<file path="config.mk">
export PLATFORM = sky130hd
export DESIGN_NAME = pcog_ram
export DESIGN_NICKNAME = d
export VERILOG_FILES = /design/src/design/pcog_ram.sv
export SDC_FILE = /design/constraint.sdc
export NUM_CORES = 1
export LEC_CHECK = 0
export BUFFER_PORTS_ARGS = -buffer_cell sky130_fd_sc_hd__buf_2
export CAP_MARGIN = 25
export CORE_ASPECT_RATIO = 0.7
export CORE_MARGIN = 5
export CORE_UTILIZATION = 59
export CTS_CLUSTER_DIAMETER = 100
export CTS_CLUSTER_SIZE = 20
export DETAILED_ROUTE_END_ITERATION = 12
export GPL_ROUTABILITY_DRIVEN = 0
export PLACE_DENSITY = 0.77
export RECOVER_POWER = 100
export SETUP_SLACK_MARGIN = 0.3
export SLEW_MARGIN = 20
export SYNTH_ARGS = -nofsm -noshare
export SYNTH_HDL_FRONTEND = slang
export SYNTH_SLANG_ARGS = --single-unit
export TNS_END_PERCENT = 1
</file>
<file path="constraint.sdc">
create_clock -name clk -period 2.2 [get_ports clk]
set_clock_uncertainty 0.2 [all_clocks]
set_input_delay 0.11 -clock clk [delete_from_list [all_inputs] [get_ports clk]]
set_output_delay 0.11 -clock clk [all_outputs]
set_load 0.02 [all_outputs]
</file>
<file path="src/design/pcog_ram.sv">
module pcog_ram #(
  parameter int WIDTH = 8,
  parameter int DEPTH = 16
) (
  input  logic                     clk,
  input  logic                     we,
  input  logic [$clog2(DEPTH)-1:0] waddr,
  input  logic [WIDTH-1:0]         wdata,
  input  logic [$clog2(DEPTH)-1:0] raddr,
  output logic [WIDTH-1:0]         rdata
);

  logic [WIDTH-1:0] mem [DEPTH];

  always_ff @(posedge clk) begin
    if (we) begin
      mem[waddr] <= wdata;
    end
    rdata <= mem[raddr];
  end

endmodule

</file>
Word-level counts from Yosys, hierarchy flattened. Memories as Yosys holds them, arrays and structs flattened. A register that Yosys moved wholly into a read port is not among the register bits. Cells that the tools add are included.

Add/sub/neg operators: 0. Multipliers: 0. Div/mod/pow operators: 0. Magnitude comparators: 0. Equal/unequal tests: 0. Shift-type cells: 0. Multiplexer cells: 2. Bitwise operators: 0. Reductions and logical operators: 0.

Operators by type and width (number): $mux 1 (2).

Register bits: 0. Latch bits: 0. Memory bits (writable): 128. Bits in read-only memories: 0. Bits of input ports: 18. Output and inout bits: 8. Logic and storage cells: 3. Memories kept: 1.

Memory list: mem (depth 16, bits a word 8, read ports 1, clocked after memory_dff 1, write ports 1, line 13) `logic [WIDTH-1:0] mem [DEPTH];`.

Depth between registers and ports, before layout. Gate-level depths: netlist of the first run.

Word-level depth: 2. Depth in mapped cells: 5. Gate-level depth less buffers: 3.

Least setup slack after synthesis of the first run. No wires, ideal clock.

Kind: input port to flip-flop. Start point: input waddr[2]. End point: memory mem[0][0], enable pin. Setup time: 0.383 ns. Data arrival time: 1.220 ns. Data required time: 1.617 ns. Slack: 0.397 ns. Stages on the path: 2. Path buffers: 0. Cell sequence: or3b_2 -> nor3_1.

RTL lines: from (decl) (line 7) `input logic [$clog2(DEPTH)-1:0] waddr,`; to (decl) (line 13).

No word-level cell before the write port.

==> summary.md, run 1 <==
| Metric | Value |
|---|---|
| Arrival @ worst endpoint | `1670 ps` |
| Clock Pin Slew Worst Setup and Hold Paths | `50 ps` |
| Largest cells by area after synthesis | `edfxtp_1, mux4_2, mux4_1, dfxtp_1, a22oi_1` |
| Final setup TNS | `0 ps` |
| Ys async rst share | `0%` |
| Final hold vios | `0` |
| CP Class | `flip-flop to flip-flop` |
| Vias in the first global route | `about 2,500` |
| Via-to-Cell Ratio | `around 5.9` |
| Site row count | `28` |
| Num CTS Buffers | `17` |
| Synth Net Count | `247` |
| Clk root buf | `clkbuf_16` |
| Max FO, Critical Path | `1` |
| Register Area | `0.00400 mm²` |
| Mapped cell area | `0.00515 mm²` |
| Fin nets | `308` |
| Library cells used by synthesis | `19` |
| All-Layer GR Usage | `20.2%` |
| Design Area, Final | `slightly above 0.006 mm²` |
| Status | `completed` |
| RSZ-0062 raised after global routing | `no` |
| CTS Sinks | `136` |
| Boundary Pins | `26` |
| Slew @ Worst Pin | `between 800 and 900 ps` |
| Fin util | `71.8%` |
| Total die area | `0.0107 mm²` |
| Period minus WS final | `1580 ps` |
| Layout area overhead | `18.2%` |
| Area occupied by multi-input gates | `around 0.0011 mm²` |
| Req. time, crit path | `roughly 2300 ps` |
| Largest net degree at the start of global routing | `33` |
| Avg Synthesized Cell Area | `22.5 µm²` |
| Leakage power | `2.00 nW` |
| Gate Count Post-Synth | `between 200 and 250` |
| Drt first pass iters | `5` |
| Grt total ovfl | `0` |
| Pwr Density | `roughly 1000 mW/mm²` |
| First-pass GRT wire length | `14.7 mm` |
| Depth of the CTS H-tree | `4` |
| Final HPWL DP | `5.94 mm` |
| DRC viols | `0` |
| Clock latency on the worst-skew pair | `just over 400 ps` |
| Relative slew slack | `approximately 45%` |
| Slowest-stage cell, CP | `mux4_1` |
| Initial antenna violation count | `0` |
| Post-CTS Resized | `0` |
| Startpoint types | `flip-flop` |
| Crit share post-route | `between 70% and 80%` |
| Drt wl/cell | `22.6 µm` |
| Crit. End Element | `flip-flop` |
| Synth top area share | `between 70% and 80%` |
| List of most frequent post-synthesis cells | `edfxtp_1, mux4_2, a22oi_1` |
| Vias | `2,488` |
| Clock Tree Buf Depth | `2` |
| Final Max Tran Viols | `0` |
| CTS tree | `yes` |
| Die extent in y | `between 80 and 90 µm` |
| Post-DP Area | `0.00552 mm²` |
| Cells along the critical path | `mux4_1 -> a22oi_1 -> nand2_1` |
| Peak Freq | `0.635 GHz` |
| DRT iter0 DRCs | `206` |
| Placed Instances | `383` |
| VDD IR max | `0.794 mV` |
| Synth Register Bits | `136` |
| FILL cells | `around 540` |
| Power Total | `between 5 and 6 mW` |
| ANT nets after route | `0` |
| Count leader, synth | `edfxtp_1` |
| R2r setup slk | `620 ps` |
| Synth warn | `0` |
| Ys flop type | `edfxtp_1` |
| Routed wire length | `9.58 mm` |
| Ratio of cells with drive above 1 in the final layout | `17.5%` |
| ANT cells | `0` |
| Final setup vio count | `0` |
| PortBufs | `25` |
| MaxCap Viol Count | `0` |
| Post-synth top area cell | `edfxtp_1` |
| Max incr delay on CP | `about 530 ps` |
| Worst Hold Class | `primary input to flip-flop` |
| Post-CTS setup buffer count | `0` |
| Core area | `0.00848 mm²` |
| Die X | `122 µm` |
| Final std cells w/o fill | `about 420` |
| Initial Util | `roughly three fifths` |
| Register area share after synthesis | `77.8%` |
| Post-synth EDFFs | `128` |
-- flip-flops by register name (all words and copies together) (netlist names) --
name   flops
rdata      8
mem      128
-- area by class of cell --
| class | instances | area share (%) |
|---|---|---|
| repair buffers | 52 | 4.94 |
| well taps | 120 | 2.47 |
| clock inverters | 10 | 2.10 |
| flip-flops and latches | 136 | 65.8 |
| multi-input cells | 83 | 17.4 |
| clock buffers | 22 | 7.30 |
-- cells in the final DEF (no fill, tap or decap), types with 2 or more instances in the layout --
cell type / instances
bufinv_16: 3
dfxtp_1: 8
nand2_1: 9
mux4_1: 14
nor2_1: 13
a22oi_1: 16
dlygate4sd3_1: 8
clkbuf_16: 17
nand3b_1: 2
buf_2: 5
edfxtp_1: 128
clkinv_2: 5
buf_12: 3
clkbuf_1: 41
nand2b_1: 2
nor3_1: 4
mux4_2: 18
-- critical path, delay by kind of cell, from the launching register on --
| kind | cells | cell delay (ps) |
|---|---|---|
| multiplexers | 1 | 530 |
| flip-flops | 1 | 360 |
| AO/OA/AOI/OAI | 1 | 280 |
| AND/OR/NAND/NOR | 1 | 90 |
-- where the power goes --
part | internal (mW) | switching, mW
Clock | 1.77 | 0.962
Sequential | 2.90 | 0.0180
Combinational | 0.116 | 0.169
Total | 4.78 | 1.15
-- per-layer routing --
metal	wire length, µm	share of wire [%]	track usage (%)
met3	709	7.4	6.84
met2	4290	45	28.4
met1	4490	47	30.2
met5	0	0	0
met4	87	0.91	7.02
-- timing repair --
item / CTS / global route
endpoints found under the hold margin: 128 / 0
hold buffers: 8 / 0
setup endpoints to repair: 0 / 0
-- logic make-up (layout without fill, tap and decap cells) --
group | count (synthesis) | after routing | synth area share (%)
AOI/OAI and AO/OA | 16 | 16 | 2.33
muxes | 32 | 32 | 15.0
buffers and inverters | 10 | 84 | 1.68
and+or+nand+nor | 35 | 35 | 3.18
DFF | 136 | 136 | 77.8
-- through the flow --
step	worst slack [ps]	hold WS (ps)
floorplan	397	8.87
global placement	288	297
detailed placement	278	304
CTS	586	61.7
global route	549	135
finish	625	74.3
-- path summary, 6_finish.rpt --
path | to | cells past startpoint | from
hold reg to reg | rdata[6] | 3 | mem[7][6]
setup reg to reg | rdata[0] | 3 | mem[1][0]
setup / recovery | rdata[0] | 3 | mem[1][0]
hold / removal | rdata[2] | 4 | raddr[3]
(Power assumes the default switching activity.)
==> run 2: changes to the inputs <==
- clock period: 2.2 -> 1.64 ns (I/O delays scaled with it)
==> summary.md, run 2 (synthesis gave the netlist of run 1 again) <==
| Metric | Value |
|---|---|
| Core area | `0.00848 mm² (unchanged)` |
| CTS Sinks | `136 (unchanged)` |
| Power Total | `7.79 mW (+31%)` |
| Num CTS Buffers | `17 (unchanged)` |
| DRT iter0 DRCs | `248 (+20%)` |
| Layout area overhead | `18.4%` |
| Routed wire length | `10.2 mm (+6.5%)` |
| Vias | `2,493 (+0.20%)` |
| Area occupied by multi-input gates | `0.00105 mm² (-0.71%)` |
| Boundary Pins | `26 (unchanged)` |
| Top Registers | `mem (128), rdata (8)` |
| Drt first pass iters | `4 (-1)` |
| ANT nets after route | `0 (unchanged)` |
| Crit. End Element | `flip-flop` |
| Reg2reg path depth | `3 (unchanged)` |
| Final HPWL DP | `6.55 mm (+10%)` |
| Top reg by flops | `mem` |
| DRC viols | `0 (unchanged)` |
| MaxCap Viol Count | `0 (unchanged)` |
| CP Class | `flip-flop to flip-flop` |
| Largest net degree at the start of global routing | `17 (-48%)` |
| Register Area | `0.00400 mm² (unchanged)` |
| Period minus WS final | `1540 ps (-33.9 ps)` |
| CTS tree | `yes` |
| Commonest non-fill, non-tap cell in the layout | `edfxtp_1` |
| FILL cells | `569 (+5.0%)` |
| Req. time, crit path | `1720 ps (-570 ps)` |
| Cells along the critical path | `mux4_2 -> a22oi_1 -> nand2_1` |
| GRT met2 Usage | `31.0% (+2.6 points)` |
| GR Util met3 | `6.58% (-0.26 points)` |
| Max FO, Critical Path | `1 (unchanged)` |
| Relative slew slack | `43.5% (-1.8 points)` |
| Clock Tree Buf Depth | `2 (unchanged)` |
| Fin nets | `314 (+1.9%)` |
| All-Layer GR Usage | `21.8% (+1.5 points)` |
| Total die area | `0.0107 mm² (unchanged)` |
| Grt total ovfl | `0 (unchanged)` |
| Arrival @ worst endpoint | `1620 ps (-50 ps)` |
| Startpoint types | `flip-flop` |
| Final setup vio count | `0 (unchanged)` |
| Crit share post-route | `94.0% (+22 points)` |
| Initial Util | `60.7% (unchanged)` |
| Leakage power | `1.98 nW (-1.1%)` |
| Ratio of cells with drive above 1 in the final layout | `24.6% (+7.1 points)` |
| Vias in the first global route | `2,552 (+3.8%)` |
| ANT cells | `0 (unchanged)` |
| Die X | `122 µm (unchanged)` |
| Hold slack | `46.2 ps (-28.1 ps)` |
| PortBufs | `25 (unchanged)` |
| VDD IR max | `1.11 mV (+39%)` |
| Drt wl/cell | `23.8 µm (+5.1%)` |
| Clk root buf | `clkbuf_16` |
| Slowest-stage cell, CP | `mux4_2` |
| Final hold vios | `0 (unchanged)` |
| Max incr delay on CP | `460 ps (-70 ps)` |
| First-pass GRT wire length | `15.6 mm (+5.7%)` |
| Hold path cells | `4 (unchanged)` |
| Top Usage Layer GRT | `met1` |
| Final Max Tran Viols | `0 (unchanged)` |
| Site row count | `28 (unchanged)` |
| Status | `completed` |
| Via-to-Cell Ratio | `5.81 (-1.2%)` |
| RSZ-0062 raised after global routing | `yes` |
| Initial antenna violation count | `0 (unchanged)` |
| Die extent in y | `88.2 µm (unchanged)` |
| Clock Pin Slew Worst Setup and Hold Paths | `50 ps (about the same)` |
| Peak Freq | `0.649 GHz (+2.2%)` |
| Slew @ Worst Pin | `846 ps (+27.2 ps)` |
| Worst Hold Class | `primary input to flip-flop` |
| Max reg flops | `128 (unchanged)` |
| Clock latency on the worst-skew pair | `410 ps (about the same)` |
| Depth of the CTS H-tree | `4 (unchanged)` |
| M1 GR Usage | `32.3% (+2.1 points)` |
| Commonest non-fill, non-tap cells in the layout | `edfxtp_1, clkbuf_1, mux4_2` |
| Pwr Density | `1280 mW/mm² (+31%)` |
run 2: cell count changes in the layout (fill, tap and decap cells not counted), sizes merged:
cell,before,now
buf,8,13
bufinv,3,1
clkbuf,58,60
clkinvlp,0,1
run 2: worst paths after layout:
check	from	endpoint	slack [ps]
worst max-delay path	mem[8][5]	rdata[5]	100
worst min-delay path	raddr[1]	rdata[6]	50
worst max register to register	mem[8][5]	rdata[5]	100
worst min register to register	mem[15][4]	rdata[4]	480
run 2: critical path: cells and delay by family, from the launching register on:
family             cells  cell delay, ps
muxes                  1             460
AOI/OAI and AO/OA      1             300
DFF                    1             380
and+or+nand+nor        1              80
run 2: layout make-up:
cell class	instances	share of cell area, %
multi-input combinational	83	17.2
clock buffer	23	7.84
tap	120	2.46
sequential	136	65.7
timing repair buffer	58	5.56
clock inverter	9	1.23
run 2: what timing repair did:
| action | in CTS | in global routing |
|---|---|---|
| endpoints found under the setup margin | 8 | 8 |
| endpoints found under the hold margin | 128 | 0 |
| hold buffers | 8 | 0 |
| buffers inserted | 0 | 0 |
| resized for setup | 12 | 10 |
| pin swaps | 3 | 4 |
run 2: where the power goes:
part | internal [mW] | leakage [nW] | switching [mW]
Clock | 2.18 | 0.274 | 1.28
Combinational | 0.169 | 0.479 | 0.238
Sequential | 3.89 | 1.22 | 0.0287
Total | 6.24 | 1.98 | 1.54
run 2: through the flow:
| step | area [µm²] | cells | utilization, % | worst slack [ps] | setup TNS [ps] |
|---|---|---|---|---|---|
| detailed placement | 5640 | 389 | 66.5 | -114 | -247 |
| global placement | 5640 | 389 | 66.5 | -82.3 | -126 |
| finish | 6100 | 429 | 71.9 | 98.9 | 0 |
| CTS | 6280 | 429 | 74.1 | 154 | 0 |
| floorplan | 5170 | 229 | - | 166 | 0 |
| global route | 6100 | 429 | 71.9 | 80.2 | 0 |
run 2: routing by layer:
layer	wire length, µm	vias up
met3	1110	10
met1	4290	1255
li1	-	1103
met2	4720	125
met4	82	0
met5	0	-
